==> config.mk <==
export PLATFORM = sky130hd
export DESIGN_NAME = rmpu_regs
export DESIGN_NICKNAME = d
export VERILOG_FILES = /design/src/rtl/rmpu_pkg.sv /design/src/rtl/rmpu_regs.sv
export SDC_FILE = /design/constraint.sdc
export NUM_CORES = 1
export LEC_CHECK = 0
export ABC_AREA = 1
export BUFFER_PORTS_ARGS = -buffer_cell sky130_fd_sc_hd__clkbuf_2
export CORE_AREA = 2 2 58 60
export CTS_CLUSTER_SIZE = 8
export DETAILED_ROUTE_END_ITERATION = 6
export DIE_AREA = 0 0 60 62
export GPL_ROUTABILITY_DRIVEN = 0
export PLACE_DENSITY = 0.83
export SYNTH_ARGS = -nofsm -noshare
export SYNTH_HDL_FRONTEND = slang
export SYNTH_SLANG_ARGS = --single-unit
==> constraint.sdc <==
create_clock -name clk -period 1.6 [get_ports clk]
set_input_delay 0.24 -clock clk [delete_from_list [all_inputs] [get_ports clk]]
set_output_delay 0.24 -clock clk [all_outputs]
set_load 0.1 [all_outputs]
==> src/rtl/rmpu_pkg.sv <==
// Shared constants, types and the quarter-sine gain table of the panner unit.
package rmpu_pkg;

	localparam int CHANNELS         = 8;
	localparam int INPUT_LANES      = 8;
	localparam int LANES            = (CHANNELS < INPUT_LANES) ? CHANNELS : INPUT_LANES;
	localparam int CHAN_IDX_W       = $clog2(LANES);
	localparam int SAMPLE_BITS      = 24;
	localparam int FRAC_BITS        = 16;
	localparam int INT_BITS         = 3;
	localparam int POS_BITS         = FRAC_BITS + INT_BITS;
	localparam int EXTRA_BITS       = 20;
	localparam int ACC_BITS         = POS_BITS + EXTRA_BITS;
	localparam int STEP_BITS        = ACC_BITS + 1;
	localparam int GAIN_TABLE_DEPTH = 256;
	localparam int LOG_DEPTH        = $clog2(GAIN_TABLE_DEPTH);
	localparam int TAB_IDX_W        = LOG_DEPTH + 1;
	localparam int TAB_W            = 16;
	localparam int GAIN_W           = TAB_W + 1;
	localparam int GAIN_SHIFT       = 15;
	localparam int PROD_W           = SAMPLE_BITS + GAIN_W + 1;
	localparam int SUM_W            = PROD_W + 1;
	localparam int CNT_W            = 4;
	localparam int RAMP_W           = 20;
	localparam int DIV_STEPS        = STEP_BITS;
	localparam int DIV_CNT_W        = $clog2(DIV_STEPS);
	localparam int ADDR_W           = 3;
	localparam int DATA_W           = 32;

	localparam logic [CNT_W-1:0]  CHANNEL_COUNT_RESET = CNT_W'(2);
	localparam logic [RAMP_W-1:0] RAMP_SAMPLES_RESET  = RAMP_W'(441);

	// register index, taken from paddr[2]
	localparam logic REG_CHANNEL_COUNT = 1'b0;
	localparam logic REG_RAMP_SAMPLES  = 1'b1;

	localparam longint HALF_PI_Q30 = 64'sd1686629713;

	// Taylor series denominators (2n)(2n+1) for n = 1..12
	localparam longint TAYLOR_DEN [12] = '{
		64'sd6, 64'sd20, 64'sd42, 64'sd72, 64'sd110, 64'sd156,
		64'sd210, 64'sd272, 64'sd342, 64'sd420, 64'sd506, 64'sd600
	};

	typedef logic signed [SAMPLE_BITS-1:0] sample_t;
	typedef logic [TAB_W-1:0] sine_tab_t [0:GAIN_TABLE_DEPTH];

	typedef struct packed {
		logic load;
		logic look;
		logic gain;
		logic mul;
		logic out_wr;
		logic tgt_jump;
		logic tgt_ramp;
		logic div_step;
		logic div_fin;
	} rmpu_cmd_t;

	typedef struct packed {
		logic tgt_same;
		logic ramp_zero;
		logic out_busy;
	} rmpu_stat_t;

	// sin(pi/2 * k / depth) in Q15, by integer Taylor series
	function automatic sine_tab_t build_sine_table();
		sine_tab_t tab;
		longint x;
		longint x2;
		longint term;
		longint sum;
		longint g;
		for (int k = 0; k <= GAIN_TABLE_DEPTH; k++) begin
			x = (HALF_PI_Q30 * longint'(k)) / GAIN_TABLE_DEPTH;
			x2 = (x * x) >>> 30;
			term = x;
			sum = x;
			for (int n = 1; n <= 12; n++) begin
				term = ((term * x2) >>> 30) / TAYLOR_DEN[n - 1];
				if (n % 2 == 1) begin
					sum = sum - term;
				end else begin
					sum = sum + term;
				end
			end
			if (sum < 0) begin
				sum = 0;
			end
			g = (sum + (64'sd1 <<< 14)) >>> 15;
			if (g > 32768) begin
				g = 32768;
			end
			tab[k] = TAB_W'(g);
		end
		return tab;
	endfunction

	localparam sine_tab_t SINE_TABLE = build_sine_table();

endpackage

==> src/rtl/rmpu_regs.sv <==
// Configuration register file of the panner unit, APB-style access.
module rmpu_regs import rmpu_pkg::*; (
	input  logic              clk,
	input  logic              arst_n,
	input  logic              psel,
	input  logic              penable,
	input  logic              pwrite,
	input  logic [ADDR_W-1:0] paddr,
	input  logic [DATA_W-1:0] pwdata,
	output logic [DATA_W-1:0] prdata,
	output logic              pready,
	output logic [CNT_W-1:0]  channel_count,
	output logic [RAMP_W-1:0] ramp_samples
);

	logic [CNT_W-1:0]  channel_count_q;
	logic [RAMP_W-1:0] ramp_samples_q;
	logic              wr_en;

	assign pready = 1'b1;
	assign wr_en  = psel && penable && pwrite;

	always_ff @(posedge clk or negedge arst_n) begin
		if (!arst_n) begin
			channel_count_q <= CHANNEL_COUNT_RESET;
			ramp_samples_q  <= RAMP_SAMPLES_RESET;
		end else if (wr_en) begin
			case (paddr[2])
				REG_CHANNEL_COUNT: channel_count_q <= pwdata[CNT_W-1:0];
				REG_RAMP_SAMPLES:  ramp_samples_q  <= pwdata[RAMP_W-1:0];
				default: ;
			endcase
		end
	end

	always_comb begin
		case (paddr[2])
			REG_CHANNEL_COUNT: prdata = DATA_W'(channel_count_q);
			REG_RAMP_SAMPLES:  prdata = DATA_W'(ramp_samples_q);
			default:           prdata = '0;
		endcase
	end

	assign channel_count = channel_count_q;
	assign ramp_samples  = ramp_samples_q;

endmodule

After elaboration in Yosys (flattened, before gate mapping)
Index checks and enable logic that the tools add are counted.
- flip-flop bits (word level): 24
- input port bits: 40
- output and inout bits: 57
- word-level logic and storage cells: 8
- multiplexer cells: 1
- bitwise gates (word level): 1
- reduce and logical (&&, ||, !) cells: 4
- operator list (kind ; count):
    $pmux 32 s2 ; 1
    $reduce_and 2->1 ; 2
    $logic_and 1x1->1 ; 2
    $not 1->1 ; 1

Logic depth before layout (Yosys ltp)
Gate-level depths: netlist of the first run.
- word-level depth: 3
- mapped depth: 5

Worst setup path after synthesis of the first run
OpenSTA, ideal clock, no wires.
- kind: register -> output
- from: reg ramp_samples_q[1], in the netlist ramp_samples[1]
- to: out prdata[1]
- data arrival time: 1705 ps
- required time: 1360 ps
- setup slack: -345 ps
- stages on the path, launching flop included: 3
- buffers on the path: 0
- path through: dfrtp_1 > nand2_1 > nand2_1
- word-level cells in the longest chain between the ends: 1
- ends and longest elaborated chain (element ; RTL line ; source):
    from (decl) ; rmpu_regs.sv:17 ; logic [RAMP_W-1:0] ramp_samples_q;
    from (signal assigned) ; rmpu_regs.sv:30 ; REG_RAMP_SAMPLES: ramp_samples_q <= pwdata[RAMP_W-1:0];
    $pmux 32 s2 ; rmpu_regs.sv:37 ; case (paddr[2])
    to (decl) ; rmpu_regs.sv:10 ; output logic [DATA_W-1:0] prdata,
No other way between the ends. The select of a mux whose other input is x is not followed.

Worst setup path after layout of the first run
- from: reg ramp_samples_q[4], in the netlist ramp_samples[4]
- to: out prdata[4]
The elaborated chain is that of the path after synthesis.

==> flow_summary.json, run 1 <==
{
  "vias": 1255,
  "fmax_ghz": 0.652,
  "ys_async_sr_fraction_pct": 100,
  "rsz0062_at_grt": "no",
  "post_synth_instance_area_um2": 1290,
  "synth_edf_count": 0,
  "yosysMostFrequentCell": "nand2_1",
  "gr-usage-all-layers_pct": 17.3,
  "synth_compound_area_share_pct": 0,
  "peakVddDrop_mv": 0.783,
  "nFillCells": 277,
  "worst_pin_slew_ns": 0.573,
  "status": "completed",
  "antenna_found_initial": 0,
  "ys.flop_type": "dfrtp_1",
  "syn_inst": 170,
  "grt_first_pass_wirelength_um": 4730,
  "fin_skew_ns": 0,
  "path_max_fanout": 3,
  "hold_viol_final": 0,
  "finalPower_mw": 3.47,
  "synthXorXnorAreaFrac_pct": 0,
  "fin_crit_sh_pct": 95.9,
  "placed_cells": 278,
  "ys_seq_area_share_pct": 47.4,
  "synth.avg_cell_area_um2": 7.57,
  "cts_tree": "yes",
  "ys_warn_count": 0,
  "worstSkewPairLatency_ns": 0.30,
  "power_density_nw_per_um2": 1600,
  "fin_util_pct": 68.0,
  "yosys-top-cells-count": "nand2_1, nand3_1, dfrtp_1",
  "synth_top_area_share_pct": 33.1,
  "synthSimpleGateAreaFrac_pct": 33.9,
  "antenna_cells": 0,
  "drv_slew": 0,
  "htreeDepth": 1,
  "post-dp-hpwl_um": 2540,
  "slew_headroom_pct": 61.8,
  "clk_path_buf_depth": 2,
  "rows": 21,
  "drive_gt1_share_pct": 53.8,
  "crit_chain": "nand2_1 > clkinvlp_4 > buf_12",
  "route.detailed.vias_per_inst": 4.39,
  "path_class": "reg2out",
  "path_buf_inv": 2,
  "dieArea_um2": 3720,
  "root_buffer": "clkbuf_4",
  "synthAdderAreaFrac_pct": 0,
  "core_area_um2": 3180,
  "synthTopCellsByArea": "dfrtp_1, nand2_1, dfstp_2",
  "synthDistinctLibCells": 13,
  "cp.required_ns": 1.36,
  "first_pass_iters": 4,
  "ys_ff_latch": 24,
  "slowest_stage": "dfstp_4",
  "start_util_pct": 40.5,
  "grt_max_degree": 25,
  "area_growth_pct": 68.1,
  "yosys.area.top_type": "dfrtp_1",
  "drt_iter0_markers": 36,
  "grt_overflow": 0,
  "route.detailed.wl_per_inst_um": 11.1,
  "synth_top_family_by_area": "simple AND/OR/NAND/NOR gates",
  "die_w_um": 60,
  "pin_count": 97,
  "grt_pass1_vias": 1062,
  "final-setup-viol-count": 0,
  "setup.worst_path.end_class": "output pin",
  "drc": 0,
  "die_h_um": 62,
  "layout_min_cycle_time_ns": 1.53,
  "multi_input_area_um2": 507,
  "path_delay_family": "flip-flops",
  "drt_wl_total_um": 3180,
  "clk_pin_slew_worst_paths_ns": 0.13,
  "critPathArrivalTime_ns": 1.29,
  "clock-sinks": 24,
  "nets": 281,
  "port_buffers": 69,
  "final_antenna_net_count": 0,
  "hp-class": "in2reg",
  "slowest_delay_ns": 0.65,
  "synthMuxAreaShare_pct": 0,
  "p_leak_nw": 1.05,
  "cts_buffers": 3,
  "cp-start-kind": "flip-flop",
  "seq_area_um2": 646,
  "fin_cells": 286,
  "cap_violations": 0
}
## worst register-to-register path, delay by kind of cell, from the launching register on
kind	cells	cell delay [ns]
buffers and inverters	1	0.12
DFF	1	0.63
and+or+nand+nor	2	0.11
## power breakdown
part           switching [mW]  total, mW  internal, mW
Clock                   0.177      0.316         0.139
Combinational            1.76       2.28         0.523
Sequential             0.0963      0.868         0.772
Total                    2.03       3.47          1.43
## logic make-up (layout without fill, tap and decap cells)
logic type	count (synthesis)	in the layout
buffers and inverters	40	99
DFF	24	24
other	2	13
and+or+nand+nor	104	104
## metal layers
metal  global-route usage [%]  wire length (um)  up-vias
met5                        0                 0        -
met4                     7.94                43        0
met3                     2.28               158        4
met1                     19.8              1080      578
li1                         -                 -      626
met2                     31.8              1900       47
## sequential cells by signal (all words and copies together), names as in the netlist
name,flops
ramp_samples,20
channel_count,4
## cell usage in the layout, fill, tap and decap left out
cell type      count
buf_12            25
buf_4              9
dfstp_2            3
dlygate4sd3_1      1
nor2_4             1
dfrtp_2           17
nand2_2            4
nand2_1           71
nand2_4            2
clkbuf_8           1
inv_2              2
clkbuf_4           3
clkbuf_2          42
dfstp_4            4
nand4_1            2
conb_1            13
nand3_1           24
clkinvlp_4        16
## layout make-up
type                    instances  share of cell area (%)
clock buffers                   4                    1.68
inverters                      18                    5.90
multi-input cells             117                    23.4
flip-flops and latches         24                    29.9
well taps                      46                    2.66
repair buffers                 77                    36.5
## stage by stage
step	setup WS (ns)	instance area [um2]	hold WS, ns	TNS [ns]
floorplan	-0.0143	1440	-0.0556	-0.0143
global placement	0.356	2090	0.264	0
detailed placement	0.332	2090	0.267	0
CTS	0.0258	2140	0.104	0
global route	0.000844	2160	0.0988	0
finish	0.0661	2160	0.114	0
## worst paths after layout
check | from | end | slack [ns] | cells past startpoint
worst min register to register | ramp_samples[3]$_DFFE_PN1P_ | ramp_samples[3]$_DFFE_PN1P_ | 0.48 | 2
min in group asynchronous | arst_n | channel_count[3]$_DFFE_PN0P_ | 0.47 | 2
worst max register to register | ramp_samples[8]$_DFFE_PN1P_ | ramp_samples[8]$_DFFE_PN1P_ | 0.69 | 3
worst min-delay path | pwdata[5] | ramp_samples[5]$_DFFE_PN1P_ | 0.11 | 3
worst max-delay path | ramp_samples[4]$_DFFE_PN1P_ | prdata[4] | 0.07 | 3
max in group asynchronous | arst_n | ramp_samples[15]$_DFFE_PN0P_ | 0.72 | 2
## timing repair
item	in CTS	in global routing
setup buffers	0	3
hold endpoints to repair	17	0
hold buffers	1	0
endpoints found under the setup margin	0	4
resized for setup	0	1
Power figures use the tool's default switching activity.
==> inputs of run 2 (changes only) <==
- HOLD_SLACK_MARGIN: default -> 0.12
==> run 2 against run 1 <==
Register-to-register slack hardly changed. Clock-buffer cell count stayed put. Cell area is 1.4% higher. Via count is 2.5% higher.
==> flow_summary.json, run 2 (synthesis results as in run 1) <==
{
  "worst_pin_slew_ns": 0.582,
  "hp-class": "in2reg",
  "htreeDepth": 1,
  "crit_chain": "nand2_1 > clkinvlp_4 > buf_12",
  "fin_cells": 289,
  "hold_ws_ns": 0.125,
  "layout_common_cells": "nand2_1, clkbuf_2, buf_12",
  "drv_slew": 0,
  "p_leak_nw": 1.06,
  "path_buf_inv": 2,
  "setup.worst_path.end_class": "output pin",
  "grt_max_degree": 25,
  "drt_wl_total_um": 3270,
  "dieArea_um2": 3720,
  "status": "completed",
  "clk_pin_slew_worst_paths_ns": 0.13,
  "antenna_found_initial": 0,
  "drt_iter0_markers": 53,
  "nets": 284,
  "post-dp-hpwl_um": 2540,
  "pin_count": 97,
  "slowest_delay_ns": 0.65,
  "fin_tns_setup_ns": 0,
  "slew_headroom_pct": 61.2,
  "cts_buffers": 3,
  "grt_first_pass_wirelength_um": 4800,
  "vias": 1286,
  "drive_gt1_share_pct": 53.1,
  "cp-start-kind": "flip-flop",
  "path_class": "reg2out",
  "slowest_stage": "dfstp_4",
  "gr-usage-all-layers_pct": 17.5,
  "grt_overflow": 0,
  "path_delay_family": "flip-flops",
  "fmax_ghz": 0.648,
  "largest_reg_flops": 20,
  "fin_skew_ns": 0,
  "final_common_cell": "nand2_1",
  "clock-sinks": 24,
  "rsz0062_at_grt": "no",
  "worstSkewPairLatency_ns": 0.31,
  "route.detailed.vias_per_inst": 4.45,
  "cap_violations": 0,
  "fin_area_um2": 2190,
  "peakVddDrop_mv": 0.785,
  "final_antenna_net_count": 0,
  "path_max_fanout": 3,
  "cp.required_ns": 1.36,
  "clk_path_buf_depth": 2,
  "die_h_um": 62,
  "power_density_nw_per_um2": 1590,
  "hold_viol_final": 0,
  "core_area_um2": 3180,
  "fin_util_pct": 68.9,
  "port_buffers": 69,
  "route.detailed.wl_per_inst_um": 11.3,
  "die_w_um": 60,
  "layout_min_cycle_time_ns": 1.54,
  "area_growth_pct": 70.4,
  "cts_tree": "yes",
  "grt_pass1_vias": 1072,
  "dpl_cell_area_um2": 2090,
  "root_buffer": "clkbuf_4",
  "antenna_cells": 0,
  "critPathArrivalTime_ns": 1.30,
  "rows": 21,
  "drc": 0,
  "fin_crit_sh_pct": 96.4,
  "placed_cells": 278,
  "final-setup-viol-count": 0,
  "first_pass_iters": 4,
  "start_util_pct": 40.5
}
## run 2: cell types whose count changed in the layout (fill, tap and decap cells not counted)
cell           delta
dlygate4sd3_1     +3
## run 2: path summary, 6_finish.rpt
check / startpoint / endpoint / slack, ns / cells past startpoint
worst max-delay path: ramp_samples[4]$_DFFE_PN1P_ / prdata[4] / 0.06 / 3
worst min register to register: ramp_samples[3]$_DFFE_PN1P_ / ramp_samples[3]$_DFFE_PN1P_ / 0.48 / 2
min in group asynchronous: arst_n / channel_count[3]$_DFFE_PN0P_ / 0.47 / 2
worst min-delay path: pwdata[7] / ramp_samples[7]$_DFFE_PN1P_ / 0.13 / 3
max in group asynchronous: arst_n / ramp_samples[16]$_DFFE_PN0P_ / 0.72 / 2
worst max register to register: ramp_samples[8]$_DFFE_PN1P_ / ramp_samples[8]$_DFFE_PN1P_ / 0.69 / 3
## run 2: tightest hold or removal path, delay by kind of cell
family / cells / cell delay (ns)
AND/OR/NAND/NOR: 2 / 0.13
buffers and inverters: 1 / 0.08
## run 2: layer usage
metal / vias up / GRT usage (%) / share of wire [%]
li1: 631 / - / -
met1: 596 / 19.3 / 35
met5: - / 0 / 0
met2: 51 / 33.2 / 57
met3: 8 / 2.07 / 5.3
met4: 0 / 8.25 / 2.7
## run 2: layout make-up
| cell class | instances | area (um2) |
|---|---|---|
| flip-flops and latches | 24 | 646 |
| multi-input cells | 117 | 507 |
| fillers | 271 | 987 |
| clock buffers | 4 | 36.3 |
| inverters | 18 | 128 |
| repair buffers | 80 | 818 |
| well taps | 46 | 57.6 |
## run 2: where the power goes
group          switching, mW  leakage [nW]  total [mW]  internal (mW)
logic                   1.76         0.773        2.29          0.528
clock network          0.183        0.0210       0.322          0.139
registers             0.0969         0.269       0.869          0.772
## run 2: stage by stage
stage / power, mW / setup WS (ns)
after floorplan: 2.58 / -0.0143
after global placement: 3.12 / 0.356
after detailed placement: 3.15 / 0.332
after CTS: 3.47 / 0.0258
after global routing: 3.60 / 0.000845
final: 3.48 / 0.0578
## run 2: what timing repair did
action,4_1_cts,5_1_grt
hold endpoints to repair,19,1
hold buffers,3,1
setup endpoints to repair,0,4
gates resized for setup,0,1
buffers inserted,0,3
==> inputs of run 3 (changes only) <==
- CTS_CLUSTER_DIAMETER: default -> 100
- PLACE_DENSITY: 0.83 -> 0.87
==> run 3 against run 2 <==
Critical path depth unchanged. Final cell count up 1.0%. Global-route usage decreased by 0.23 points. Non-clock buffer count is 3 higher. Die area stayed put. Clock-buffer cell count did not move. Via count fell by 0.23%. Combinational power about the same. Sequential power about the same. Clock skew unchanged. Worst hold slack better by 0.0054 ns. Critical endpoint unchanged. Largest cell class unchanged.
==> flow_summary.json, run 3 (synthesis results as in run 1) <==
{
  "nets": 287,
  "path_class": "reg2out",
  "p_leak_nw": 1.07,
  "route.detailed.wl_per_inst_um": 10.9,
  "slowest_delay_ns": 0.66,
  "clock-sinks": 24,
  "layout_common_cells": "nand2_1, clkbuf_2, nand3_1, buf_12, dfrtp_2",
  "drc": 0,
  "status": "completed",
  "worst_pin_slew_ns": 0.564,
  "cts_buffers": 3,
  "clk_path_buf_depth": 2,
  "drt_wl_total_um": 3200,
  "cp.required_ns": 1.36,
  "worstSkewPairLatency_ns": 0.30,
  "placed_cells": 279,
  "start_util_pct": 40.5,
  "clk_pin_slew_worst_paths_ns": 0.12,
  "slowest_stage": "dfstp_4",
  "area_growth_pct": 71.6,
  "fin_tns_setup_ns": 0,
  "pin_count": 97,
  "grt_pass1_vias": 1047,
  "fmax_ghz": 0.645,
  "power_density_nw_per_um2": 1570,
  "antenna_cells": 0,
  "path_max_fanout": 3,
  "grt_first_pass_wirelength_um": 4820,
  "hold_viol_final": 0,
  "vias": 1283,
  "fin_crit_sh_pct": 96.9,
  "grt_max_degree": 25,
  "fin_util_pct": 69.4,
  "core_area_um2": 3180,
  "cap_violations": 0,
  "multi_input_area_um2": 507,
  "first_pass_iters": 4,
  "cp-start-kind": "flip-flop",
  "die_w_um": 60,
  "critPathArrivalTime_ns": 1.31,
  "htreeDepth": 1,
  "peakVddDrop_mv": 0.862,
  "drt_iter0_markers": 53,
  "cts_tree": "yes",
  "largest_reg_flops": 20,
  "slew_headroom_pct": 62.4,
  "port_buffers": 69,
  "antenna_found_initial": 0,
  "post-dp-hpwl_um": 2530,
  "gr-usage-all-layers_pct": 17.2,
  "finalPower_mw": 3.48,
  "hp-class": "in2reg",
  "fin_area_um2": 2210,
  "die_h_um": 62,
  "root_buffer": "clkbuf_4",
  "grt_overflow": 0,
  "rows": 21,
  "drive_gt1_share_pct": 52.8,
  "layout_min_cycle_time_ns": 1.55,
  "fin_cells": 292,
  "setup.worst_path.end_class": "output pin",
  "final-setup-viol-count": 0,
  "fin_skew_ns": 0,
  "path_delay_family": "flip-flops",
  "seq_area_um2": 646,
  "route.detailed.vias_per_inst": 4.39,
  "final_common_cell": "nand2_1",
  "rsz0062_at_grt": "yes",
  "final_antenna_net_count": 0,
  "crit_chain": "nand2_1 > clkinvlp_4 > buf_12",
  "dpl_cell_area_um2": 2090,
  "dieArea_um2": 3720,
  "nFillCells": 251,
  "drv_slew": 0,
  "path_buf_inv": 2
}
-- run 3: changes by cell type in the layout (fill, tap and decap cells not counted) --
cell	previous run	this run
buf_12	25	24
buf_4	9	11
dlygate4sd3_1	4	6
-- run 3: power by group --
group          leakage, nW  internal, mW  total [mW]  switching [mW]
Sequential           0.269         0.772       0.870          0.0984
Combinational        0.781         0.529        2.29            1.76
Clock               0.0210         0.139       0.316           0.177
-- run 3: layout make-up --
type	count	area share [%]
Timing Repair Buffer	83	37.8
Inverter	18	5.78
Clock buffer	4	1.64
Multi-Input combinational cell	117	23.0
Sequential cell	24	29.3
Tap cell	46	2.61
-- run 3: routing by layer --
metal  part of all wire [%]  global-route usage [%]
met1                     38                    21.0
met2                     58                    32.6
met3                    3.4                    1.45
met4                   0.59                    4.76
met5                      0                       0
-- run 3: worst register-to-register path, stage by stage, from the launching register on --
cell	delay, ns
dfstp_4	0.66
nand2_1	0.05
nand2_1	0.07
-- run 3: final timing paths --
kind / startpoint / to / slack (ns) / depth (start not counted)
setup / recovery: ramp_samples[4]$_DFFE_PN1P_ / prdata[4] / 0.05 / 3
hold / removal: pwdata[4] / ramp_samples[4]$_DFFE_PN1P_ / 0.13 / 3
setup reg to reg: ramp_samples[4]$_DFFE_PN1P_ / ramp_samples[4]$_DFFE_PN1P_ / 0.77 / 2
hold reg to reg: ramp_samples[3]$_DFFE_PN1P_ / ramp_samples[3]$_DFFE_PN1P_ / 0.48 / 2
max in group asynchronous: arst_n / channel_count[3]$_DFFE_PN0P_ / 0.76 / 2
min in group asynchronous: arst_n / ramp_samples[14]$_DFFE_PN0P_ / 0.43 / 2
-- run 3: metrics by stage --
stage                     hold slack (ns)  setup WS, ns
after floorplan                   -0.0556       -0.0143
after global placement              0.260         0.342
after detailed placement            0.260         0.319
after CTS                           0.124        0.0259
after global routing                0.122     -0.000537
final                               0.131        0.0496
-- run 3: what timing repair did --
item                                    in CTS  in global routing
endpoints found under the setup margin       0                  3
resized for setup                            0                  1
buffers inserted                             0                  3
hold buffers                                 4                  2
hold endpoints to repair                    20                  2
