===== config.mk =====
export PLATFORM = sky130hd
export DESIGN_NAME = rmpu_ctrl
export DESIGN_NICKNAME = d
export VERILOG_FILES = /design/src/rtl/rmpu_pkg.sv /design/src/rtl/rmpu_ctrl.sv
export SDC_FILE = /design/constraint.sdc
export NUM_CORES = 1
export LEC_CHECK = 0
export ABC_AREA = 1
export BUFFER_PORTS_ARGS = -buffer_cell sky130_fd_sc_hd__buf_2
export CAP_MARGIN = 20
export CORE_UTILIZATION = 30
export DETAILED_ROUTE_END_ITERATION = 7
export REMOVE_ABC_BUFFERS = 1
export SETUP_SLACK_MARGIN = 0.05
export SYNTH_ARGS = -nofsm -noshare
export SYNTH_HDL_FRONTEND = slang
export SYNTH_SLANG_ARGS = --single-unit

===== constraint.sdc =====
create_clock -name clk -period 1.04 [get_ports clk]
set_input_delay 0.208 -clock clk [delete_from_list [all_inputs] [get_ports clk]]
set_output_delay 0.208 -clock clk [all_outputs]
set_load 0.1 [all_outputs]

===== src/rtl/rmpu_pkg.sv =====
// Shared constants, types and the quarter-sine gain table of the panner unit.
package rmpu_pkg;

	localparam int CHANNELS         = 8;
	localparam int INPUT_LANES      = 8;
	localparam int LANES            = (CHANNELS < INPUT_LANES) ? CHANNELS : INPUT_LANES;
	localparam int CHAN_IDX_W       = $clog2(LANES);
	localparam int SAMPLE_BITS      = 24;
	localparam int FRAC_BITS        = 16;
	localparam int INT_BITS         = 3;
	localparam int POS_BITS         = FRAC_BITS + INT_BITS;
	localparam int EXTRA_BITS       = 20;
	localparam int ACC_BITS         = POS_BITS + EXTRA_BITS;
	localparam int STEP_BITS        = ACC_BITS + 1;
	localparam int GAIN_TABLE_DEPTH = 256;
	localparam int LOG_DEPTH        = $clog2(GAIN_TABLE_DEPTH);
	localparam int TAB_IDX_W        = LOG_DEPTH + 1;
	localparam int TAB_W            = 16;
	localparam int GAIN_W           = TAB_W + 1;
	localparam int GAIN_SHIFT       = 15;
	localparam int PROD_W           = SAMPLE_BITS + GAIN_W + 1;
	localparam int SUM_W            = PROD_W + 1;
	localparam int CNT_W            = 4;
	localparam int RAMP_W           = 20;
	localparam int DIV_STEPS        = STEP_BITS;
	localparam int DIV_CNT_W        = $clog2(DIV_STEPS);
	localparam int ADDR_W           = 3;
	localparam int DATA_W           = 32;

	localparam logic [CNT_W-1:0]  CHANNEL_COUNT_RESET = CNT_W'(2);
	localparam logic [RAMP_W-1:0] RAMP_SAMPLES_RESET  = RAMP_W'(441);

	// register index, taken from paddr[2]
	localparam logic REG_CHANNEL_COUNT = 1'b0;
	localparam logic REG_RAMP_SAMPLES  = 1'b1;

	localparam longint HALF_PI_Q30 = 64'sd1686629713;

	// Taylor series denominators (2n)(2n+1) for n = 1..12
	localparam longint TAYLOR_DEN [12] = '{
		64'sd6, 64'sd20, 64'sd42, 64'sd72, 64'sd110, 64'sd156,
		64'sd210, 64'sd272, 64'sd342, 64'sd420, 64'sd506, 64'sd600
	};

	typedef logic signed [SAMPLE_BITS-1:0] sample_t;
	typedef logic [TAB_W-1:0] sine_tab_t [0:GAIN_TABLE_DEPTH];

	typedef struct packed {
		logic load;
		logic look;
		logic gain;
		logic mul;
		logic out_wr;
		logic tgt_jump;
		logic tgt_ramp;
		logic div_step;
		logic div_fin;
	} rmpu_cmd_t;

	typedef struct packed {
		logic tgt_same;
		logic ramp_zero;
		logic out_busy;
	} rmpu_stat_t;

	// sin(pi/2 * k / depth) in Q15, by integer Taylor series
	function automatic sine_tab_t build_sine_table();
		sine_tab_t tab;
		longint x;
		longint x2;
		longint term;
		longint sum;
		longint g;
		for (int k = 0; k <= GAIN_TABLE_DEPTH; k++) begin
			x = (HALF_PI_Q30 * longint'(k)) / GAIN_TABLE_DEPTH;
			x2 = (x * x) >>> 30;
			term = x;
			sum = x;
			for (int n = 1; n <= 12; n++) begin
				term = ((term * x2) >>> 30) / TAYLOR_DEN[n - 1];
				if (n % 2 == 1) begin
					sum = sum - term;
				end else begin
					sum = sum + term;
				end
			end
			if (sum < 0) begin
				sum = 0;
			end
			g = (sum + (64'sd1 <<< 14)) >>> 15;
			if (g > 32768) begin
				g = 32768;
			end
			tab[k] = TAB_W'(g);
		end
		return tab;
	endfunction

	localparam sine_tab_t SINE_TABLE = build_sine_table();

endpackage


===== src/rtl/rmpu_ctrl.sv =====
// Sequencing state machine of the panner unit.
module rmpu_ctrl import rmpu_pkg::*; (
	input  logic       clk,
	input  logic       arst_n,
	input  logic       in_valid,
	input  logic       in_cmd,
	output logic       in_stall,
	input  rmpu_stat_t stat,
	output rmpu_cmd_t  ctl
);

	localparam logic [3:0] ST_IDLE   = 4'd0;
	localparam logic [3:0] ST_T_CHK  = 4'd1;
	localparam logic [3:0] ST_T_DIV  = 4'd2;
	localparam logic [3:0] ST_T_FIN  = 4'd3;
	localparam logic [3:0] ST_F_LOOK = 4'd4;
	localparam logic [3:0] ST_F_GAIN = 4'd5;
	localparam logic [3:0] ST_F_MUL  = 4'd6;
	localparam logic [3:0] ST_F_OUT  = 4'd7;

	localparam logic [DIV_CNT_W-1:0] DIV_LAST = DIV_CNT_W'(DIV_STEPS - 1);

	logic [3:0]           state_q;
	logic [3:0]           state_d;
	logic [DIV_CNT_W-1:0] div_cnt_q;

	assign in_stall = (state_q != ST_IDLE);

	always_comb begin
		ctl     = '0;
		state_d = state_q;
		case (state_q)
			ST_IDLE: begin
				if (in_valid) begin
					ctl.load = 1'b1;
					state_d  = in_cmd ? ST_T_CHK : ST_F_LOOK;
				end
			end
			ST_T_CHK: begin
				if (stat.tgt_same) begin
					state_d = ST_IDLE;
				end else if (stat.ramp_zero) begin
					ctl.tgt_jump = 1'b1;
					state_d      = ST_IDLE;
				end else begin
					ctl.tgt_ramp = 1'b1;
					state_d      = ST_T_DIV;
				end
			end
			ST_T_DIV: begin
				ctl.div_step = 1'b1;
				if (div_cnt_q == DIV_LAST) begin
					state_d = ST_T_FIN;
				end
			end
			ST_T_FIN: begin
				ctl.div_fin = 1'b1;
				state_d     = ST_IDLE;
			end
			ST_F_LOOK: begin
				ctl.look = 1'b1;
				state_d  = ST_F_GAIN;
			end
			ST_F_GAIN: begin
				ctl.gain = 1'b1;
				state_d  = ST_F_MUL;
			end
			ST_F_MUL: begin
				ctl.mul = 1'b1;
				state_d = ST_F_OUT;
			end
			ST_F_OUT: begin
				if (!stat.out_busy) begin
					ctl.out_wr = 1'b1;
					state_d    = ST_IDLE;
				end
			end
			default: state_d = ST_IDLE;
		endcase
	end

	always_ff @(posedge clk or negedge arst_n) begin
		if (!arst_n) begin
			state_q   <= ST_IDLE;
			div_cnt_q <= '0;
		end else begin
			state_q <= state_d;
			if (ctl.tgt_ramp) begin
				div_cnt_q <= '0;
			end else if (ctl.div_step) begin
				div_cnt_q <= div_cnt_q + 1'b1;
			end
		end
	end

endmodule


Yosys cells after proc, flatten, opt, wreduce, memory -nomap -nowiden

Index checks and enable logic that the tools add are counted.

Input port bits: 7
Flip-flop bits (word level): 10
Output and inout port bits: 10

Add/subtract/negate cells: 1
Eq/ne operators: 11
Reductions and logical operators: 4
Multiplexer cells: 22

Operators by type and width:

| cell                  | count |
|---|---|
| $pmux W4 S7           | 1 |
| $eq A4 B3 Y1 const B  | 4 |
| $mux W4               | 4 |
| $mux W6               | 2 |
| $mux W1               | 11 |
| $eq A4 B2 Y1 const B  | 2 |
| $add A6 B1 Y6 const B | 1 |
| $eq A6 B6 Y1 const B  | 1 |
| $mux W2               | 3 |
| $ne A2 B2 Y1 const B  | 3 |
| $eq A4 B1 Y1 const B  | 1 |
| $logic_not A4 Y1      | 1 |
| $reduce_bool A4 Y1    | 1 |
| $mux W3               | 1 |
| $reduce_and A3 Y1     | 1 |
| $reduce_bool A2 Y1    | 1 |

Logic depth before layout (Yosys ltp)

Gate-level depths: netlist of run 1.

Word-level depth: 4
Mapped depth: 8
Depth with buffers taken out: 8

Worst setup path after synthesis of run 1

No wires, ideal clock.

Kind: register -> output
From: register state_q[2]
To: output port ctl[4] (netlist name)
Required time: 0.832 ns
Path slack: -2.679 ns
Data arrival time: 3.511 ns
Stages on the path, launching flop included: 4
Buffers on the path: 1
Cell sequence: dfrtp_1 > buf_2 > inv_1 > nor4_1

RTL lines:

| what                     | RTL line        | RTL |
|---|---|---|
| start: declaration       | rmpu_ctrl.sv:23 | `logic [3:0] state_q;` |
| start signal: assignment | rmpu_ctrl.sv:87 | `state_q <= state_d;` |
| end: declaration         | rmpu_ctrl.sv:9  | `output rmpu_cmd_t ctl` |

Worst setup path after layout of run 1

From: register state_q[2]
To: output port in_stall

Word-level cells in the longest chain between the ends: 1

RTL lines:

| what               | RTL line        | RTL |
|---|---|---|
| $reduce_bool A4 Y1 | rmpu_ctrl.sv:27 | `assign in_stall = (state_q != ST_IDLE);` |
| end: declaration   | rmpu_ctrl.sv:7  | `output logic in_stall,` |

Every way passes these cells.

==> results of run 1 <==
-- final cells by class --
cell class | instances | area [um^2] | area share
Clock buffer | 3 | 22.5 | 0.0171
Inverter | 13 | 58.8 | 0.0446
Multi-Input combinational cell | 66 | 465 | 0.353
Timing Repair Buffer | 47 | 503 | 0.382
Clock inverter | 1 | 5.00 | 0.00380
Tap cell | 27 | 33.8 | 0.0256
Sequential cell | 9 | 229 | 0.174
-- routing by layer --
metal | global-route usage | vias to the layer above | wire length, um
li1 | - | 392 | -
met1 | 0.175 | 350 | 741
met2 | 0.370 | 21 | 1210
met3 | 0.0302 | 2 | 63
met4 | 0.0722 | 0 | 20
met5 | 0 | - | 0
-- synth_stat cells, drive strengths merged --
cell type   n  share of area
nand2      23           0.15
nor2       15           0.14
inv        13          0.086
nand3      13           0.11
dfrtp       9           0.36
nand4       4          0.040
o21ai       4          0.032
a21oi       2          0.016
nor3        2          0.016
and3        1          0.010
buf         1         0.0080
ha          1          0.020
nor4        1          0.010
-- registers in the layout, indices dropped and copies added, names as in the netlist --
signal	cells
state_q	3
div_cnt_q	6
-- power groups by stage --
stage / Sequential [W] / Combinational, W / Clock [W]
finish: 0.000621 / 0.00315 / 0.000276
CTS: 0.000619 / 0.00292 / 0.000292
global route: 0.000636 / 0.00333 / 0.000316
floorplan: 0.000638 / 0.00134 / 0
detailed placement: 0.000601 / 0.00237 / 0
global placement: 0.000594 / 0.00234 / 0
-- path summary, 6_finish.rpt --
kind | startpoint | slack (ns) | end
max in group asynchronous | arst_n | 0.54 | state_q[0]
setup reg to reg | state_q[2] | -0.32 | state_q[2]
setup / recovery | state_q[2] | -0.51 | in_stall
hold reg to reg | div_cnt_q[5] | 0.54 | div_cnt_q[5]
min in group asynchronous | arst_n | 0.31 | div_cnt_q[4]
hold / removal | in_cmd | 0.24 | state_q[2]
-- logic make-up (layout without fill, tap and decap cells) --
kind of cell / count (synthesis) / count (layout) / synth area share
AND/OR/NAND/NOR: 59 / 59 / 0.480
buffers and inverters: 14 / 64 / 0.0936
flip-flops: 9 / 9 / 0.359
AO/OA/AOI/OAI: 6 / 6 / 0.0478
adder cells (fa/ha/maj): 1 / 1 / 0.0199
-- stage by stage --
step | power (W) | setup slack [ns] | util | setup TNS (ns)
after floorplan | 0.00198 | -2.73 | - | -16.55
after global placement | 0.00293 | -0.285 | 0.521 | -3.48
after detailed placement | 0.00297 | -0.273 | 0.521 | -3.81
after CTS | 0.00383 | -0.498 | 0.646 | -6.17
after global routing | 0.00428 | -0.577 | 0.672 | -7.86
final | 0.00404 | -0.509 | 0.672 | -6.54
-- what timing repair did --
item / 4_1_cts / 5_1_grt
hold endpoints to repair: 9 / 0
hold buffers: 1 / 0
buffers inserted: 9 / 4
gates resized for setup: 41 / 8
pin swaps: 23 / 11
setup endpoints to repair: 19 / 19
-- critical path, stage by stage (launching register included) --
cell and delay [ns]:
dfrtp_2 0.45, nor2_4 0.21, nand2_2 0.11, buf_6 0.14
buf_12 0.15
==> metrics, run 1 <==
status complete, but fails checks; violated checks negative setup slack; commonest non-fill, non-tap cell in the layout buf_4; CTS Buffer Depth 2; detailed router's first-iteration violation count 5; Core ar. 1960 um^2; post-route cell area 1320 um^2; FF+latch count, synth 9; Port Buf Inserts 16; Ports 17; Max Fclk 646 MHz; Crit path required time 0.83 ns; max-cap violations 0; synth warn 0; P_int 0.00195 W; via count 765; sequential share of the synthesized area 0.359; RSZ-0062 raised after global routing yes; ANT nets after route 0; Finished Layout Cells 166; CTS tree built; Critical Path AT 1.34 ns; HPWL after DPL 1.21 mm; Initial Util 0.320; Die Y-Extent 47.8 um; largest net degree at the start of global routing 10; grt total ovfl 0; fin crit period 1.55 ns; layout cell share with drive strength beyond 1 0.604; CP Max Fanout 5; most frequent cells in the layout buf_4 (21), nand2_1 (18), buf_12 (10); gpl congestion 0.798; Worst Max-Slew Pin Slew 0.347 ns; Clock Power Share 0.068; vias in the first global route 724; Leakage Power 0.645 nW; Placed Area 1020 um^2; Via density 4.61; CP Capture Type primary output; worst setup margin -0.509 ns; Fin. Hold Viols 0; clk sinks 9; Sw Ratio 0.517; TritonRoute pass-1 iters 4; cts bufs inserted 3; Area growth syn-to-layout 110%; # nets final 148; syn avg cell area 7.06 um^2; Setup-failing EPs final 19; initial antenna violation count 0; Clock Skews 0.00283 ns; final WL 2.03 mm; peak supply drop 1.92 mV; Slew Limit Fails 0; level count of the clock H-tree 1; CP startpoint kind flip-flop; Gate power share 0.778; row count 16; All-Layer GR Usage 0.182; die area 2280 um^2; worst hold margin 0.242 ns; wire per inst 12.2 um; clk slew on worst S/H paths 0.06 ns; fillers 172; NetSw 0.00209 W; Cell variety after synth 21; Final period util 1.49; Power Dens Cells 3070 nW/um^2; Die X-Extent 47.8 um; path type of the worst setup path reg2out; register share of total power 0.154; reg2reg path depth 7; CTS root buf clkbuf_4; relative slew slack 0.766; Netlist Area Pre-Place 628 um^2; Inst Count DP 149; Tightest Hold Check Type in2reg; cells after synthesis 89; clk_lat worst skew 0.27 ns; first-pass GRT wire length 2.86 mm; total inserted antenna cells 0; DR DRC count 0; Hold Path Depth 4
(Power assumes the default switching activity.)
==> run 2, diff against run 1 <==
Settings changed: ABC_AREA 1 to 0, RECOVER_POWER set to 50.
==> metrics, run 2 <==
violated checks negative setup slack (unchanged); leading area contributor after synthesis dfrtp_1 (unchanged); total inserted antenna cells 0 (unchanged); Power Dens Cells 3510 nW/um^2 (was 3070 nW/um^2); Fin. Hold Viols 0 (unchanged); CTS Buffer Depth 2 (unchanged); Largest stage delay, worst path 0.45 ns (about the same); cts bufs inserted 3 (unchanged); count leader, synth dfrtp_1 (was nand2_1); path type of the worst setup path reg2out (unchanged); vias in the first global route 657 (was 724); syn avg cell area 9.31 um^2 (was 7.06 um^2); most frequent cells in the layout buf_4 (25), buf_12 (9), dfrtp_1 (8) (was buf_4 (21), nand2_1 (18), buf_12 (10)); Clock Skews 0.00473 ns (was 0.00283 ns); met3 usage 0.0714 (was 0.0302); Crit path required time 0.83 ns (about the same); All-Layer GR Usage 0.193 (was 0.182); synth top area cells dfrtp_1 (40%), or3_1 (5.5%), nor2_1 (4.6%) (was dfrtp_1 (36%), nand2_1 (13%), nand3_1 (9.6%)); detailed router's first-iteration violation count 20 (was 5); Post-synth EDFFs 0 (unchanged); CP Capture Type primary output (unchanged); Setup-failing EPs final 18 (was 19); Area growth syn-to-layout 103% (was 110%); max-cap violations 0 (unchanged); DR DRC count 0 (unchanged); Inst Count DP 122 (was 149); Most Used Layer, Global Route met2 (unchanged); Core ar. 1750 um^2 (was 1960 um^2); Ports 17 (unchanged); Largest register FFs 6 (unchanged); Top Registers div_cnt_q (6), state_q (3) (unchanged); ANT nets after route 0 (unchanged); status complete, but fails checks (unchanged); Reg area 226 um^2 (was 229 um^2); Slowest cell on crit path or3_1 (was dfrtp_2); final WL 1.73 mm (was 2.03 mm); Tightest Hold Check Type in2reg (unchanged); Via density 4.75 (was 4.61); post-route cell area 1150 um^2 (was 1320 um^2); Slew Limit Fails 0 (unchanged); routing usage on met2 0.380 (was 0.370); via count 627 (was 765); Die X-Extent 45.5 um (was 47.8 um); Port Buf Inserts 16 (unchanged); clk slew on worst S/H paths 0.07 ns (was 0.06 ns); cells after synthesis 61 (was 89); ys flop type dfrtp_1 (unchanged); Die Y-Extent 45.5 um (was 47.8 um); peak supply drop 2.32 mV (was 1.92 mV); fin crit period 1.67 ns (was 1.55 ns); total power draw 0.00405 W (was 0.00404 W); RSZ-0062 raised after global routing yes (unchanged); CP Max Fanout 4 (was 5); gpl congestion 0.896 (was 0.798); Critical Path AT 1.47 ns (was 1.34 ns); relative slew slack 0.642 (was 0.766); Worst Max-Slew Pin Slew 0.538 ns (was 0.347 ns); wire per inst 13.1 um (was 12.2 um); layout cell share with drive strength beyond 1 0.598 (was 0.604); sequential share of the synthesized area 0.396 (was 0.359); Placed Area 973 um^2 (was 1020 um^2); most frequent cells after synthesis dfrtp_1 (9), nor2_1 (7), or3_1 (5) (was nand2_1 (21), nand3_1 (12), nor2_1 (12)); level count of the clock H-tree 1 (unchanged); clk sinks 9 (unchanged); CTS root buf clkbuf_4 (unchanged); Final period util 1.61 (was 1.49); GR Util met1 0.186 (was 0.175); Synth top area share 0.396 (was 0.359); Finished Layout Cells 132 (was 166); Leakage Power 0.500 nW (was 0.645 nW); Initial Util 0.325 (was 0.320); clk_lat worst skew 0.27 ns (about the same); largest reg by FF count div_cnt_q (unchanged); Max Fclk 597 MHz (was 646 MHz); # nets final 116 (was 148); HPWL after DPL 1.23 mm (was 1.21 mm); TritonRoute pass-1 iters 4 (unchanged); Async S/R FF share, synth 1.00 (unchanged); worst setup margin -0.634 ns (was -0.509 ns); row count 15 (was 16); CP startpoint kind flip-flop (unchanged); initial antenna violation count 0 (unchanged); synth warn 0 (unchanged); CTS tree built (unchanged); fillers 139 (was 172); grt total ovfl 0 (unchanged); Cell variety after synth 27 (was 21); critical-path cell list or3_1 > nor2_2 > buf_12 (was nor2_4 > nand2_2 > buf_6 > buf_12); Netlist Area Pre-Place 568 um^2 (was 628 um^2); area of the multi-input gates 410 um^2 (was 465 um^2); FF+latch count, synth 9 (unchanged); commonest non-fill, non-tap cell in the layout buf_4 (unchanged); die area 2070 um^2 (was 2280 um^2); largest net degree at the start of global routing 10 (unchanged); first-pass GRT wire length 2.78 mm (was 2.86 mm)
-- run 2: metal layers --
metal | vias to the layer above | share of wire | wire (um)
met2 | 19 | 0.56 | 961
met5 | - | 0 | 0
met4 | 0 | 0.0046 | 8
met3 | 2 | 0.053 | 91
li1 | 311 | - | -
met1 | 295 | 0.39 | 669
-- run 2: timing repair --
| item | in CTS | in global routing |
|---|---|---|
| endpoints found under the hold margin | 9 | 0 |
| endpoints found under the setup margin | 19 | 19 |
| setup buffers | 2 | 3 |
| resized for setup | 10 | 13 |
| hold buffers | 1 | 0 |
| pin swaps | 2 | 4 |
-- run 2: cell type report --
cell class / count / area share
sequential: 9 / 0.196
timing repair buffer: 45 / 0.392
multi-input combinational: 47 / 0.356
inverter: 2 / 0.00651
clock buffer: 4 / 0.0228
tap: 25 / 0.0271
-- run 2: worst paths after layout --
kind | startpoint | endpoint | slack, ns | depth (start not counted)
worst max-delay path | state_q[2] | ctl[8] | -0.63 | 3
worst min-delay path | stat[2] | state_q[1] | 0.23 | 3
worst max register to register | state_q[2] | div_cnt_q[1] | -0.48 | 8
worst min register to register | div_cnt_q[5] | div_cnt_q[5] | 0.66 | 3
max in group asynchronous | arst_n | state_q[0] | 0.23 | 2
min in group asynchronous | arst_n | div_cnt_q[1] | 0.43 | 2
-- run 2: kinds of logic after synthesis --
family | count (synthesis) | share of synthesized area
AO/OA/AOI/OAI | 12 | 0.121
AND/OR/NAND/NOR | 30 | 0.357
XOR/XNOR | 2 | 0.0308
adder cells (fa/ha/maj) | 1 | 0.0220
buffers and inverters | 5 | 0.0374
multiplexers | 2 | 0.0352
flip-flops | 9 | 0.396
-- run 2: worst max-delay path, delay by kind of cell, from the launching register on --
| kind | cells | cell delay [ns] |
|---|---|---|
| buf+inv | 1 | 0.19 |
| simple gates | 2 | 0.60 |
| flops | 1 | 0.41 |
-- run 2: report_power, final --
group	switching, W	total [W]	leakage (nW)	internal, W
Combinational	0.00168	0.00308	0.378	0.00140
Clock	0.000142	0.000290	0.0150	0.000148
Sequential	0.000156	0.000683	0.107	0.000527
-- run 2: per-stage QoR --
| stage | setup TNS (ns) | hold WS (ns) | util | setup slack (ns) |
|---|---|---|---|---|
| after floorplan | -21.41 | -0.0876 | - | -2.98 |
| after global placement | -4.73 | 0.0710 | 0.558 | -0.360 |
| after detailed placement | -5.07 | 0.0782 | 0.558 | -0.386 |
| after CTS | -8.03 | 0.219 | 0.613 | -0.608 |
| after global routing | -9.13 | 0.237 | 0.661 | -0.665 |
| final | -8.01 | 0.226 | 0.661 | -0.634 |
==> run 3, diff against run 2 <==
--- a/config.mk
+++ b/config.mk
@@ -8,3 +8,3 @@
 export ABC_AREA = 0
-export BUFFER_PORTS_ARGS = -buffer_cell sky130_fd_sc_hd__buf_2
+export BUFFER_PORTS_ARGS = -buffer_cell sky130_fd_sc_hd__buf_4
 export CAP_MARGIN = 20
--- a/constraint.sdc
+++ b/constraint.sdc
@@ -3,2 +3,2 @@
 set_output_delay 0.208 -clock clk [all_outputs]
-set_load 0.1 [all_outputs]
+set_load 0.02 [all_outputs]
==> metrics, run 3 (synthesized netlist as in run 2, its figures left out) <==
Power Dens Cells 3010 nW/um^2 (was 3510 nW/um^2); gpl congestion 0.844 (was 0.896); relative slew slack 0.673 (was 0.642); CP Capture Type primary output (unchanged); Port Buf Inserts 16 (unchanged); CTS root buf clkbuf_4 (unchanged); layout cell share with drive strength beyond 1 0.626 (was 0.598); Leakage Power 0.494 nW (was 0.500 nW); RSZ-0062 raised after global routing yes (unchanged); Die X-Extent 45.5 um (unchanged); largest reg by FF count div_cnt_q (unchanged); Core ar. 1750 um^2 (unchanged); # nets final 116 (unchanged); Initial Util 0.325 (unchanged); worst setup margin -0.565 ns (was -0.634 ns); wire per inst 13.1 um (about the same); DR DRC count 0 (unchanged); CTS Buffer Depth 2 (unchanged); first-pass GRT wire length 2.72 mm (was 2.78 mm); clk slew on worst S/H paths 0.06 ns (was 0.07 ns); largest net degree at the start of global routing 10 (unchanged); Final period util 1.54 (was 1.61); vias in the first global route 639 (was 657); Largest register FFs 6 (unchanged); Worst R2R Setup Slack -0.40 ns (was -0.48 ns); CP startpoint kind flip-flop (unchanged); Top Registers div_cnt_q (6), state_q (3) (unchanged); Clock Skews 0.00484 ns (was 0.00473 ns); Ports 17 (unchanged); fin crit period 1.61 ns (was 1.67 ns); clk sinks 9 (unchanged); status complete, but fails checks (unchanged); grt total ovfl 0 (unchanged); commonest non-fill, non-tap cell in the layout buf_4 (unchanged); TritonRoute pass-1 iters 2 (was 4); clk_lat worst skew 0.26 ns (was 0.27 ns); Slew Limit Fails 0 (unchanged); HPWL after DPL 1.15 mm (was 1.23 mm); Crit path required time 0.83 ns (about the same); ANT nets after route 0 (unchanged); reg2reg path depth 5 (was 8); Worst Setup SP state_q[0] (was state_q[2]); Fin. Hold Viols 0 (unchanged); total inserted antenna cells 0 (unchanged); via count 635 (was 627); Layout Utilization 0.640 (was 0.661); max-cap violations 0 (unchanged); cts bufs inserted 3 (unchanged); worst hold margin 0.241 ns (was 0.226 ns); FF-to-FF Start state_q[1] (was state_q[2]); detailed router's first-iteration violation count 6 (was 20); All-Layer GR Usage 0.186 (was 0.193); Area growth syn-to-layout 96.7% (was 103%); die area 2070 um^2 (unchanged); final WL 1.73 mm (about the same); row count 15 (unchanged); path type of the worst setup path reg2out (unchanged); Critical Path AT 1.40 ns (was 1.47 ns); Via density 4.81 (was 4.75); Die Y-Extent 45.5 um (unchanged); peak supply drop 1.68 mV (was 2.32 mV); level count of the clock H-tree 1 (unchanged); initial antenna violation count 0 (unchanged); CTS tree built (unchanged); Worst Setup EP ctl[8] (unchanged); most frequent cells in the layout buf_4 (28), buf_6 (14), dfrtp_1 (7) (was buf_4 (25), buf_12 (9), dfrtp_1 (8)); Max Fclk 623 MHz (was 597 MHz); violated checks negative setup slack (unchanged); worst r2r dst div_cnt_q[5] (was div_cnt_q[1]); CP Max Fanout 4 (unchanged); Tightest Hold Check Type in2reg (unchanged); Worst Max-Slew Pin Slew 0.490 ns (was 0.538 ns); Setup-failing EPs final 19 (was 18)
[run 3: changes by cell type in the layout (fill, tap and decap cells not counted), moves of 2 or more]
cell	change
nor2_2	-2
buf_4	+3
buf_12	-9
buf_6	+10
nor2_4	+3
buf_2	-5
[run 3: metal layers]
| metal | global-route usage | wire (um) |
|---|---|---|
| met5 | 0 | 0 |
| met4 | 0.103 | 23 |
| met3 | 0.0317 | 70 |
| met2 | 0.340 | 976 |
| met1 | 0.199 | 662 |
[run 3: worst min path at each step]
stage,endpoint,slack (ns),start,cells after the start
final,state_q[1],0.24,stat[2],3
after global routing,state_q[1],0.25,stat[2],3
after CTS,state_q[1],0.22,stat[2],3
after detailed placement,div_cnt_q[3],0.04,arst_n,1
after global placement,div_cnt_q[0],0.04,arst_n,1
after floorplan,div_cnt_q[0],-0.09,arst_n,0
[run 3: critical path: stages (launching register included)]
cell,delay (ns)
dfrtp_2,0.44
buf_6,0.13
or3_4,0.35
nor2_4,0.09
buf_6,0.12
[run 3: timing repair]
action,4_1_cts,5_1_grt
setup buffers,4,4
pin swaps,1,6
resized for setup,14,27
endpoints found under the setup margin,19,19
hold buffers,1,0
hold endpoints to repair,9,0
[run 3: cell type report]
class	count	area, um^2
Inverter	2	7.51
Tap cell	25	31.3
Timing Repair Buffer	45	397
Sequential cell	9	228
Clock buffer	4	26.3
Multi-Input combinational cell	47	428
Fill cell	155	628
[run 3: power breakdown]
group	internal (W)	switching, W
registers	0.000532	0.000189
logic	0.00134	0.00103
clock network	0.000148	0.000123
total	0.00201	0.00135
[run 3: metrics by stage]
step                      worst slack [ns]  setup TNS (ns)  instances  instance area, um^2  power, W
after global routing                -0.633           -8.40        132                 1120   0.00359
after detailed placement            -0.327           -4.36        120                  863   0.00231
final                               -0.565           -7.25        132                 1120   0.00336
after global placement              -0.302           -4.29        120                  863   0.00228
after CTS                           -0.576           -7.16        129                  993   0.00294
after floorplan                     -0.614           -5.28         58                  554   0.00143
